**src/rtl/bie_pkg.sv**
```systemverilog
// Package for the beacon information element parser.
// Element ids, event kinds, queue sizing and the event record types.
// No dependencies; imported by every module of the block.
package bie_pkg;

    // Element ids
    localparam logic [7:0] ID_SSID    = 8'd0;
    localparam logic [7:0] ID_CHANNEL = 8'd3;
    localparam logic [7:0] ID_RSN     = 8'd48;

    // RSN layout: pairwise count sits at data offset 6, suites are 4 bytes
    localparam logic [7:0] RSN_COUNT_OFFSET = 8'd6;
    localparam int unsigned RSN_POS_W       = 20;

    // Suite type bytes and auth classes
    localparam logic [7:0] SUITE_CCMP = 8'd4;
    localparam logic [7:0] SUITE_TKIP = 8'd2;
    localparam logic [1:0] AUTH_PSK   = 2'd2;
    localparam logic [1:0] AUTH_OTHER = 2'd3;

    // Verdict codes
    localparam logic [7:0] VERDICT_NONE = 8'd0;
    localparam logic [7:0] VERDICT_WPA  = 8'd1;
    localparam logic [7:0] VERDICT_WPA2 = 8'd2;

    // Event kinds
    localparam logic [2:0] KIND_CHANNEL  = 3'd0;
    localparam logic [2:0] KIND_SSID     = 3'd1;
    localparam logic [2:0] KIND_SSID_END = 3'd2;
    localparam logic [2:0] KIND_CIPHER   = 3'd3;
    localparam logic [2:0] KIND_AKM      = 3'd4;
    localparam logic [2:0] KIND_VERDICT  = 3'd5;

    // Event queue between front and back
    localparam int unsigned QUEUE_DEPTH = 4;
    localparam int unsigned QUEUE_AW    = $clog2(QUEUE_DEPTH);
    localparam int unsigned QUEUE_CW    = $clog2(QUEUE_DEPTH + 1);

    typedef struct packed {
        logic [2:0] kind;
        logic [7:0] value;
        logic       last;
    } t_event;

    // Up to two events produced by one input byte
    typedef struct packed {
        logic [1:0] count;
        t_event     ev0;
        t_event     ev1;
    } t_push;

endpackage

```
**src/rtl/bie_front.sv**
```systemverilog
// Front end of the element parser: accepts body bytes, walks the element
// id/length/data and produces up to two events per byte.
// Depends on bie_pkg.
module bie_front
    import bie_pkg::*;
(
    input  logic        i_clk,
    input  logic        i_rst_n,
    input  logic        i_valid,
    output logic        o_ready,
    input  logic [7:0]  i_byte,
    input  logic        i_eof,
    input  logic        i_space_ok,
    output t_push       o_push
);

    localparam logic [1:0] PH_ID   = 2'd0;
    localparam logic [1:0] PH_LEN  = 2'd1;
    localparam logic [1:0] PH_DATA = 2'd2;

    logic [1:0]  r_phase,   n_phase;
    logic [7:0]  r_id,      n_id;
    logic [7:0]  r_rem,     n_rem;
    logic [7:0]  r_length,  n_length;
    logic [7:0]  r_pos,     n_pos;
    logic [15:0] r_pw_cnt,  n_pw_cnt;
    logic [15:0] r_akm_cnt, n_akm_cnt;
    logic        r_ccmp,    n_ccmp;
    logic        r_tkip,    n_tkip;
    logic [1:0]  r_auth,    n_auth;
    logic [7:0]  r_low,     n_low;

    logic                 accept;
    logic                 data_vld;
    logic [2:0]           data_kind;
    logic [7:0]           data_val;
    logic                 fin;
    logic                 fin_vld;
    logic [2:0]           fin_kind;
    logic [7:0]           fin_val;
    logic [RSN_POS_W-1:0] pos_w;
    logic [RSN_POS_W-1:0] pw_start;
    logic [RSN_POS_W-1:0] pw_end;
    logic [RSN_POS_W-1:0] akm_start;
    logic [RSN_POS_W-1:0] akm_end;

    assign accept  = i_valid & i_space_ok;
    assign o_ready = i_space_ok;

    // RSN section bounds, suites are 4 bytes so counts scale by a shift
    assign pos_w     = RSN_POS_W'(r_pos);
    assign pw_start  = RSN_POS_W'(RSN_COUNT_OFFSET) + RSN_POS_W'(2);
    assign pw_end    = pw_start + RSN_POS_W'({r_pw_cnt, 2'b00});
    assign akm_start = pw_end + RSN_POS_W'(2);
    assign akm_end   = akm_start + RSN_POS_W'({r_akm_cnt, 2'b00});

    // Next state and the data event of this byte
    always_comb begin
        n_phase   = r_phase;
        n_id      = r_id;
        n_rem     = r_rem;
        n_length  = r_length;
        n_pos     = r_pos;
        n_pw_cnt  = r_pw_cnt;
        n_akm_cnt = r_akm_cnt;
        n_ccmp    = r_ccmp;
        n_tkip    = r_tkip;
        n_auth    = r_auth;
        n_low     = r_low;
        data_vld  = 1'b0;
        data_kind = KIND_CHANNEL;
        data_val  = i_byte;
        fin       = 1'b0;
        case (r_phase)
            PH_LEN: begin
                n_length  = i_byte;
                n_rem     = i_byte;
                n_pos     = '0;
                n_pw_cnt  = '0;
                n_akm_cnt = '0;
                n_ccmp    = 1'b0;
                n_tkip    = 1'b0;
                n_auth    = '0;
                n_low     = '0;
                if (i_byte == 8'd0) begin
                    fin     = 1'b1;
                    n_phase = PH_ID;
                end else begin
                    n_phase = PH_DATA;
                end
            end
            PH_DATA: begin
                n_rem = r_rem - 8'd1;
                if (r_id == ID_CHANNEL && r_length == 8'd1) begin
                    data_vld  = 1'b1;
                    data_kind = KIND_CHANNEL;
                end else if (r_id == ID_SSID) begin
                    data_vld  = 1'b1;
                    data_kind = KIND_SSID;
                end else if (r_id == ID_RSN) begin
                    if (r_pos == RSN_COUNT_OFFSET) begin
                        n_low = i_byte;
                    end else if (r_pos == RSN_COUNT_OFFSET + 8'd1) begin
                        n_pw_cnt = {i_byte, r_low};
                    end else if (pos_w >= pw_start && pos_w < pw_end) begin
                        // suite type is the fourth byte; pw_start is 0 mod 4
                        if (r_pos[1:0] == 2'd3) begin
                            if (i_byte == SUITE_CCMP) n_ccmp = 1'b1;
                            if (i_byte == SUITE_TKIP) n_tkip = 1'b1;
                            data_vld  = 1'b1;
                            data_kind = KIND_CIPHER;
                        end
                    end else if (pos_w == pw_end) begin
                        n_low = i_byte;
                    end else if (pos_w == pw_end + RSN_POS_W'(1)) begin
                        n_akm_cnt = {i_byte, r_low};
                    end else if (pos_w >= akm_start && pos_w < akm_end) begin
                        // akm_start is 2 mod 4, so the fourth byte is 1 mod 4
                        if (r_pos[1:0] == 2'd1) begin
                            n_auth    = (i_byte <= 8'd2) ? i_byte[1:0] : AUTH_OTHER;
                            data_vld  = 1'b1;
                            data_kind = KIND_AKM;
                            data_val  = {6'd0, n_auth};
                        end
                    end
                end
                n_pos = r_pos + 8'd1;
                if (n_rem == 8'd0) begin
                    fin     = 1'b1;
                    n_phase = PH_ID;
                end
            end
            default: begin
                n_id    = i_byte;
                n_phase = PH_LEN;
            end
        endcase
        if (i_eof) begin
            n_phase = PH_ID;
        end
    end

    // Element end event: SSID length or RSN verdict
    always_comb begin
        fin_vld  = 1'b0;
        fin_kind = KIND_SSID_END;
        fin_val  = n_length;
        if (fin && n_id == ID_SSID) begin
            fin_vld = 1'b1;
        end else if (fin && n_id == ID_RSN) begin
            fin_vld  = 1'b1;
            fin_kind = KIND_VERDICT;
            if (n_auth == AUTH_PSK && n_ccmp) begin
                fin_val = VERDICT_WPA2;
            end else if (n_auth == AUTH_PSK && n_tkip) begin
                fin_val = VERDICT_WPA;
            end else begin
                fin_val = VERDICT_NONE;
            end
        end
    end

    // Pack the events in order, the last one carries the run marker
    always_comb begin
        o_push = '0;
        if (accept) begin
            if (data_vld) begin
                o_push.ev0 = '{kind: data_kind, value: data_val, last: !fin_vld};
                o_push.ev1 = '{kind: fin_kind, value: fin_val, last: 1'b1};
                o_push.count = fin_vld ? 2'd2 : 2'd1;
            end else if (fin_vld) begin
                o_push.ev0   = '{kind: fin_kind, value: fin_val, last: 1'b1};
                o_push.count = 2'd1;
            end
        end
    end

    // Parser state
    always_ff @(posedge i_clk) begin
        if (!i_rst_n) begin
            r_phase   <= PH_ID;
            r_id      <= '0;
            r_rem     <= '0;
            r_length  <= '0;
            r_pos     <= '0;
            r_pw_cnt  <= '0;
            r_akm_cnt <= '0;
            r_ccmp    <= 1'b0;
            r_tkip    <= 1'b0;
            r_auth    <= '0;
            r_low     <= '0;
        end else if (accept) begin
            r_phase   <= n_phase;
            r_id      <= n_id;
            r_rem     <= n_rem;
            r_length  <= n_length;
            r_pos     <= n_pos;
            r_pw_cnt  <= n_pw_cnt;
            r_akm_cnt <= n_akm_cnt;
            r_ccmp    <= n_ccmp;
            r_tkip    <= n_tkip;
            r_auth    <= n_auth;
            r_low     <= n_low;
        end
    end

endmodule

```
**src/rtl/bie_queue.sv**
```systemverilog
// Short event queue between parser front end and output stage.
// Takes up to two events per cycle, gives one. Depends on bie_pkg.
module bie_queue
    import bie_pkg::*;
(
    input  logic   i_clk,
    input  logic   i_rst_n,
    input  t_push  i_push,
    input  logic   i_pop,
    output t_event o_head,
    output logic   o_empty,
    output logic   o_space_ok
);

    t_event              r_mem [QUEUE_DEPTH];
    logic [QUEUE_AW-1:0] r_wr, n_wr;
    logic [QUEUE_AW-1:0] r_rd, n_rd;
    logic [QUEUE_CW-1:0] r_cnt, n_cnt;
    logic [QUEUE_AW-1:0] wr_next;

    assign wr_next    = r_wr + QUEUE_AW'(1);
    assign o_head     = r_mem[r_rd];
    assign o_empty    = (r_cnt == '0);
    assign o_space_ok = (r_cnt <= QUEUE_CW'(QUEUE_DEPTH - 2));

    // Pointer and fill count update
    always_comb begin
        n_wr  = r_wr + QUEUE_AW'(i_push.count);
        n_rd  = i_pop ? r_rd + QUEUE_AW'(1) : r_rd;
        n_cnt = r_cnt + QUEUE_CW'(i_push.count) - QUEUE_CW'(i_pop);
    end

    always_ff @(posedge i_clk) begin
        if (!i_rst_n) begin
            r_wr  <= '0;
            r_rd  <= '0;
            r_cnt <= '0;
        end else begin
            r_wr  <= n_wr;
            r_rd  <= n_rd;
            r_cnt <= n_cnt;
        end
    end

    // Entry writes, second event lands one slot after the first
    always_ff @(posedge i_clk) begin
        if (i_push.count != 2'd0) begin
            r_mem[r_wr] <= i_push.ev0;
        end
        if (i_push.count == 2'd2) begin
            r_mem[wr_next] <= i_push.ev1;
        end
    end

endmodule

```
**src/rtl/bie_back.sv**
```systemverilog
// Output stage of the element parser: pulls events from the queue into
// a registered master stream port. Depends on bie_pkg.
module bie_back
    import bie_pkg::*;
(
    input  logic       i_clk,
    input  logic       i_rst_n,
    input  t_event     i_head,
    input  logic       i_empty,
    output logic       o_pop,
    output logic       o_valid,
    input  logic       i_ready,
    output logic [7:0] o_data,
    output logic [2:0] o_user,
    output logic       o_last
);

    logic   r_valid, n_valid;
    t_event r_ev;

    // Refill when the register is empty or its event is being taken
    assign o_pop   = !i_empty && (!r_valid || i_ready);
    assign n_valid = o_pop || (r_valid && !i_ready);

    always_ff @(posedge i_clk) begin
        if (!i_rst_n) begin
            r_valid <= 1'b0;
        end else begin
            r_valid <= n_valid;
        end
    end

    always_ff @(posedge i_clk) begin
        if (o_pop) begin
            r_ev <= i_head;
        end
    end

    assign o_valid = r_valid;
    assign o_data  = r_ev.value;
    assign o_user  = r_ev.kind;
    assign o_last  = r_ev.last;

endmodule

```
**src/rtl/beacon_info_element_parser.sv**
```systemverilog
// Beacon information element parser, top level.
// First event of a byte goes into the event queue, then the m_axis output register.
// Throughput: one body byte per cycle unless stalled; one event out per cycle, so a
// byte that ends an SSID or RSN element with a data event occupies two output slots.
// Input stalls only when the 4-entry event queue has fewer than two free slots.
// Reset (i_rst_n low, synchronous) clears parser state, queue and output valid.
module beacon_info_element_parser
    import bie_pkg::*;
(
    input  logic       i_clk,
    input  logic       i_rst_n,
    input  logic       s_axis_tvalid,
    output logic       s_axis_tready,
    input  logic [7:0] s_axis_tdata,   // [7:0] body_byte
    input  logic       s_axis_tlast,   // end_of_frame
    output logic       m_axis_tvalid,
    input  logic       m_axis_tready,
    output logic [7:0] m_axis_tdata,   // [7:0] event_value
    output logic [2:0] m_axis_tuser,   // [2:0] event_kind
    output logic       m_axis_tlast    // last_of_run
);

    t_push  push;
    t_event head;
    logic   empty;
    logic   space_ok;
    logic   pop;

    bie_front u_front (
        .i_clk      (i_clk),
        .i_rst_n    (i_rst_n),
        .i_valid    (s_axis_tvalid),
        .o_ready    (s_axis_tready),
        .i_byte     (s_axis_tdata),
        .i_eof      (s_axis_tlast),
        .i_space_ok (space_ok),
        .o_push     (push)
    );

    bie_queue u_queue (
        .i_clk      (i_clk),
        .i_rst_n    (i_rst_n),
        .i_push     (push),
        .i_pop      (pop),
        .o_head     (head),
        .o_empty    (empty),
        .o_space_ok (space_ok)
    );

    bie_back u_back (
        .i_clk   (i_clk),
        .i_rst_n (i_rst_n),
        .i_head  (head),
        .i_empty (empty),
        .o_pop   (pop),
        .o_valid (m_axis_tvalid),
        .i_ready (m_axis_tready),
        .o_data  (m_axis_tdata),
        .o_user  (m_axis_tuser),
        .o_last  (m_axis_tlast)
    );

endmodule

```
**config.mk**
```make
export PLATFORM = sky130hd
export DESIGN_NAME = beacon_info_element_parser
export DESIGN_NICKNAME = d
export VERILOG_FILES = /design/src/rtl/bie_pkg.sv /design/src/rtl/bie_front.sv /design/src/rtl/bie_queue.sv /design/src/rtl/bie_back.sv /design/src/rtl/beacon_info_element_parser.sv
export SDC_FILE = /design/constraint.sdc
export NUM_CORES = 1
export LEC_CHECK = 0
export BUFFER_PORTS_ARGS = -buffer_cell sky130_fd_sc_hd__buf_2
export CORE_ASPECT_RATIO = 1.2
export CORE_MARGIN = 1
export CORE_UTILIZATION = 35
export CTS_CLUSTER_DIAMETER = 120
export DETAILED_ROUTE_END_ITERATION = 12
export GPL_TIMING_DRIVEN = 0
export PLACE_DENSITY = 0.57
export SYNTH_ARGS = -nofsm -noshare
export SYNTH_HDL_FRONTEND = slang
export SYNTH_SLANG_ARGS = --single-unit
```
**constraint.sdc**
```tcl
create_clock -name i_clk -period 7.3 [get_ports i_clk]
set_input_delay 1.095 -clock i_clk [delete_from_list [all_inputs] [get_ports i_clk]]
set_output_delay 1.095 -clock i_clk [all_outputs]
set_load 0.05 [all_outputs]
```
==> metrics.txt <==
# TYPE chip_impl_metric gauge
chip_impl_info{name="result_of_the_run",value="complete, no violations"} 1
chip_impl_metric{name="total_clock_sinks",unit=""} 146
chip_impl_info{name="holdCritPathClass",value="reg -> reg"} 1
chip_impl_metric{name="fmax",unit="MHz"} 148.4
chip_impl_metric{name="yosys.area_share.adder",unit="%"} 6.401
chip_impl_info{name="list_of_most_frequent_post_synthesis_cells",value="sky130_fd_sc_hd__nand2_1, sky130_fd_sc_hd__dfxtp_1, sky130_fd_sc_hd__edfxtp_1, sky130_fd_sc_hd__nor2_1, sky130_fd_sc_hd__a21oi_1"} 1
chip_impl_metric{name="number_of_global_route_vias_before_repair",unit=""} 7352
chip_impl_metric{name="drv_cap",unit=""} 0
chip_impl_metric{name="synth-xor-area-share",unit="%"} 3.512
chip_impl_metric{name="tns",unit="ns"} 0
chip_impl_metric{name="cts.reportedPaths.clkPinSlew",unit="ns"} 0.06
chip_impl_info{name="dominant_combinational_cell_family_by_area_after_synthesis",value="simple AND/OR/NAND/NOR gates"} 1
chip_impl_metric{name="cp_peak_stage_delay",unit="ns"} 1.07
chip_impl_info{name="critPathLaunchType",value="register"} 1
chip_impl_metric{name="critPathBufInv",unit=""} 2
chip_impl_metric{name="floorplan.initialDensity",unit="%"} 35.89
chip_impl_metric{name="post_synth_inst_count",unit=""} 996
chip_impl_info{name="cp_cell_sequence",value="nand3_1, xnor2_1, ha_1, a21o_1, a21o_1, xnor2_1, ha_1, nand4_1, o221ai_1, nand3_1, nor4_1, nand4_1, o41a_4, o21ai_1, inv_1, ha_1, clkbuf_1, nor4_1, o22ai_2, a22o_1"} 1
chip_impl_metric{name="synth.distinct_cells",unit=""} 83
chip_impl_info{name="synth.top_cells.by_area",value="sky130_fd_sc_hd__edfxtp_1, sky130_fd_sc_hd__dfxtp_1, sky130_fd_sc_hd__ha_1"} 1
chip_impl_info{name="post-synth-top-count-cell",value="sky130_fd_sc_hd__nand2_1"} 1
chip_impl_metric{name="detail_route.vias_per_cell",unit=""} 5.382
chip_impl_metric{name="timing.final.hold_violations",unit=""} 0
chip_impl_metric{name="placement.io_buffers",unit=""} 20
chip_impl_metric{name="die_area",unit="µm²"} 27020
chip_impl_metric{name="post_drt_wl_per_cell",unit="µm"} 17.42
chip_impl_metric{name="clock_path_buffers",unit=""} 2
chip_impl_metric{name="rows",unit=""} 64
chip_impl_metric{name="die_height",unit="µm"} 179.9
chip_impl_metric{name="post_synth_and_or_nand_nor_area_fraction",unit="%"} 22.01
chip_impl_info{name="rsz0062_at_grt",value="no"} 1
chip_impl_metric{name="area_delta_synth_final",unit="%"} 11.74
chip_impl_metric{name="final_period_minus_worst_setup_slack",unit="ns"} 6.739
chip_impl_metric{name="clk-insertion-delay-late",unit="ns"} 0.43
chip_impl_metric{name="period_share",unit="%"} 92.31
chip_impl_info{name="clk_root_buffer_cell",value="sky130_fd_sc_hd__clkbuf_16"} 1
chip_impl_metric{name="drt_first_iter_violations",unit=""} 349
chip_impl_metric{name="total_power_density_per_cell_area",unit="nW/µm²"} 216.3
chip_impl_metric{name="timing.final.max_slew_violations",unit=""} 0
chip_impl_metric{name="average_footprint_of_a_synthesized_cell",unit="µm²"} 9.263
chip_impl_metric{name="routed_wl",unit="mm"} 24.00
chip_impl_metric{name="worst-endpoint-required",unit="ns"} 7.47
chip_impl_metric{name="post-route-drc-count",unit=""} 0
chip_impl_metric{name="worst_slack_placed",unit="ns"} 0.6463
chip_impl_metric{name="h-tree-depth",unit=""} 4
chip_impl_metric{name="cts-resized-gates",unit=""} 0
chip_impl_metric{name="diodes_inserted",unit=""} 0
chip_impl_metric{name="power_frac_clock",unit="%"} 37.9
chip_impl_metric{name="cp.arrival",unit="ns"} 6.91
chip_impl_metric{name="postCtsHoldBufs",unit=""} 0
chip_impl_metric{name="switch_pwr",unit="µW"} 675.4
chip_impl_metric{name="internal_power",unit="µW"} 1554
chip_impl_metric{name="die_width",unit="µm"} 150.2
chip_impl_metric{name="cts_inserted_buffers",unit=""} 17
chip_impl_metric{name="cp_max_fo",unit=""} 8
chip_impl_info{name="synth_largest_area_cell",value="sky130_fd_sc_hd__edfxtp_1"} 1
chip_impl_metric{name="slew_headroom",unit="%"} 12.59
chip_impl_metric{name="io-pin-count",unit=""} 27
chip_impl_metric{name="synth-seq-cells",unit=""} 146
chip_impl_metric{name="yosysWarnings",unit=""} 0
chip_impl_metric{name="grt_start_max_net_pins",unit=""} 17
chip_impl_metric{name="cellLeakagePower",unit="µW"} 0.003817
chip_impl_metric{name="synth_edf_count",unit=""} 60
chip_impl_metric{name="route.vias.total",unit=""} 7417
chip_impl_metric{name="num-nets-final",unit=""} 1094
chip_impl_metric{name="worst_ir_drop_vdd",unit="V"} 0.0001134
chip_impl_metric{name="detailed_place_hpwl",unit="mm"} 18.35
chip_impl_metric{name="grt-ovfl-total",unit=""} 0
chip_impl_metric{name="wire_length_of_the_first_global_routing_pass",unit="mm"} 39.45
chip_impl_metric{name="share_comb_of_total_power",unit="%"} 20.2
chip_impl_metric{name="seq_area_frac_synth",unit="%"} 38.19
chip_impl_metric{name="routedLengthMet1",unit="mm"} 10.70
chip_impl_metric{name="postCtsSetupBuffers",unit=""} 0
chip_impl_info{name="tritoncts_clock_tree",value="done"} 1
chip_impl_metric{name="clock_skew",unit="ns"} 0.01847
chip_impl_metric{name="post_route_cells_drive_above_1_share",unit="%"} 11.26
chip_impl_metric{name="synth.area.mux_share",unit="%"} 7.160
chip_impl_metric{name="complex_gate_fraction_of_the_synthesized_area",unit="%"} 18.67
chip_impl_info{name="critical_path.slowest_cell",value="sky130_fd_sc_hd__nor4_1"} 1
chip_impl_metric{name="syn_area",unit="µm²"} 9226
chip_impl_metric{name="mappedNetlistNets",unit=""} 1055
chip_impl_metric{name="synth_top_cell_area_share",unit="%"} 19.53
chip_impl_metric{name="drt_pre_antenna_iters",unit=""} 5
chip_impl_metric{name="core_area",unit="µm²"} 25700
chip_impl_metric{name="power.switching_fraction",unit="%"} 30.29
chip_impl_metric{name="routabilityCongestion",unit=""} 0.9213
chip_impl_metric{name="setup_violations",unit=""} 0
chip_impl_metric{name="drt.antenna.violating_nets",unit=""} 0
chip_impl_metric{name="met3WireLength",unit="µm"} 801
chip_impl_metric{name="grt_util_all_layers",unit="%"} 18.67
chip_impl_metric{name="wl_met2",unit="mm"} 12.07
chip_impl_info{name="critical_path.top_delay_family",value="compound AO/OA/AOI/OAI gates"} 1
chip_impl_metric{name="postSynth.asyncResetShare",unit="%"} 0
chip_impl_info{name="path_common_cell",value="sky130_fd_sc_hd__ha_1"} 1
chip_impl_info{name="setup.worst_path.end_class",value="register"} 1
chip_impl_info{name="route.top_layer_used",value="met5"} 1
chip_impl_metric{name="final_critical_path_setup_slack",unit="ns"} 0.5614
chip_impl_metric{name="worst-slew-pin-transition",unit="ns"} 1.311
chip_impl_metric{name="share_seq_of_total_power",unit="%"} 41.8
chip_impl_info{name="criticalPathCategory",value="reg -> reg"} 1
chip_impl_metric{name="grt_antenna_before_repair",unit=""} 1
chip_impl_info{name="ys_dominant_reg_cell",value="sky130_fd_sc_hd__dfxtp_1"} 1
cells in the final DEF, fill, tap and decap left out, types with 10 or more instances in the layout:
master                        n
sky130_fd_sc_hd__a21boi_0    36
sky130_fd_sc_hd__nor3_1      19
sky130_fd_sc_hd__a21oi_1     46
sky130_fd_sc_hd__mux4_2      12
sky130_fd_sc_hd__clkbuf_16   17
sky130_fd_sc_hd__nand2_1    113
sky130_fd_sc_hd__inv_1       28
sky130_fd_sc_hd__mux2i_1     33
sky130_fd_sc_hd__clkbuf_1    42
sky130_fd_sc_hd__and2_1      36
sky130_fd_sc_hd__nor2b_1     32
sky130_fd_sc_hd__a22o_1      25
sky130_fd_sc_hd__xnor2_1     21
sky130_fd_sc_hd__nor4_1      10
sky130_fd_sc_hd__ha_1        44
sky130_fd_sc_hd__xor2_1      16
sky130_fd_sc_hd__nand3_1     40
sky130_fd_sc_hd__o21ai_0     29
sky130_fd_sc_hd__nand4_1     16
sky130_fd_sc_hd__edfxtp_1    60
sky130_fd_sc_hd__nor2_1      57
sky130_fd_sc_hd__dfxtp_1     86
sky130_fd_sc_hd__buf_2       34
power groups by stage:
stage / sequential, µW / combinational (µW) / clock (µW)
2_1_floorplan: 1030 / 267 / 0
3_3_place_gp: 950 / 449 / 0
3_5_place_dp: 951 / 454 / 0
4_1_cts: 933 / 455 / 863
5_1_grt: 939 / 498 / 896
6_report: 932 / 451 / 846
state kept, by name, indices dropped and copies added, names as in the netlist, 8 cells and up:
register and flops:
u_back.o_data 8, u_front.r_akm_cnt 16, u_front.r_id 8, u_front.r_length 8, u_front.r_low 8, u_front.r_pos 8
u_front.r_pw_cnt 16, u_front.r_rem 8, u_queue.r_mem 48
final cells by class:
| type | count | area (µm²) |
|---|---|---|
| Fill cell | 2584 | 15390 |
| Tap cell | 330 | 412.9 |
| Clock buffer | 18 | 429.2 |
| Inverter | 29 | 108.9 |
| Buffer | 60 | 265.3 |
| Clock inverter | 14 | 138.9 |
| Multi-Input combinational cell | 761 | 5331 |
| Sequential cell | 146 | 3523 |
| Timing Repair Buffer | 20 | 100.1 |
routing by layer:
metal  GRT usage (%)  up-vias
met1           23.02     3504
met2           32.57      147
met4           5.980        2
li1                -     3740
met5               0        -
met3           3.198       24
worst reg2reg max path, cell delays in order, from the launching register on:
cell and delay (ns):
sky130_fd_sc_hd__dfxtp_1 0.46, sky130_fd_sc_hd__nand3_1 0.23, sky130_fd_sc_hd__xnor2_1 0.35, sky130_fd_sc_hd__ha_1 0.36, sky130_fd_sc_hd__a21o_1 0.25, sky130_fd_sc_hd__a21o_1 0.22
sky130_fd_sc_hd__xnor2_1 0.16, sky130_fd_sc_hd__ha_1 0.32, sky130_fd_sc_hd__nand4_1 0.10, sky130_fd_sc_hd__o221ai_1 0.32, sky130_fd_sc_hd__nand3_1 0.11, sky130_fd_sc_hd__nor4_1 0.34
sky130_fd_sc_hd__nand4_1 0.16, sky130_fd_sc_hd__o41a_4 0.55, sky130_fd_sc_hd__o21ai_1 0.35, sky130_fd_sc_hd__inv_1 0.08, sky130_fd_sc_hd__ha_1 0.29, sky130_fd_sc_hd__clkbuf_1 0.18
sky130_fd_sc_hd__nor4_1 1.07, sky130_fd_sc_hd__o22ai_2 0.31, sky130_fd_sc_hd__a22o_1 0.27
cells by family after synthesis:
| family | after synthesis |
|---|---|
| fa+ha+maj | 46 |
| xor+xnor | 37 |
| mux | 50 |
| buf+inv | 89 |
| flops | 146 |
| simple gates | 388 |
| compound gates | 240 |
through the flow:
stage	std cells	hold slack (ns)	cell area [µm²]	total power [µW]	util [%]
6_report	1378	0.4683	10310	2230	40.11
5_1_grt	1378	0.5119	10310	2333	40.11
4_1_cts	1378	0.4697	10310	2251	40.10
3_5_place_dp	1346	0.4616	9739	1405	37.89
3_3_place_gp	1346	0.4538	9739	1399	37.89
2_1_floorplan	996	0.4431	9226	1298	-
path summary, 6_finish.rpt:
kind	startpoint	endpoint	slack, ns	depth (start not counted)
worst max-delay path	u_front.r_pw_cnt[3]	u_queue.r_mem[1][4]	0.56	20
worst max register to register	u_front.r_pw_cnt[3]	u_queue.r_mem[1][4]	0.56	20
worst min register to register	u_front.r_id[7]	u_front.r_id[7]	0.47	2
worst min-delay path	u_front.r_id[7]	u_front.r_id[7]	0.47	2
Note: power is estimated with default switching activity, not from simulation.
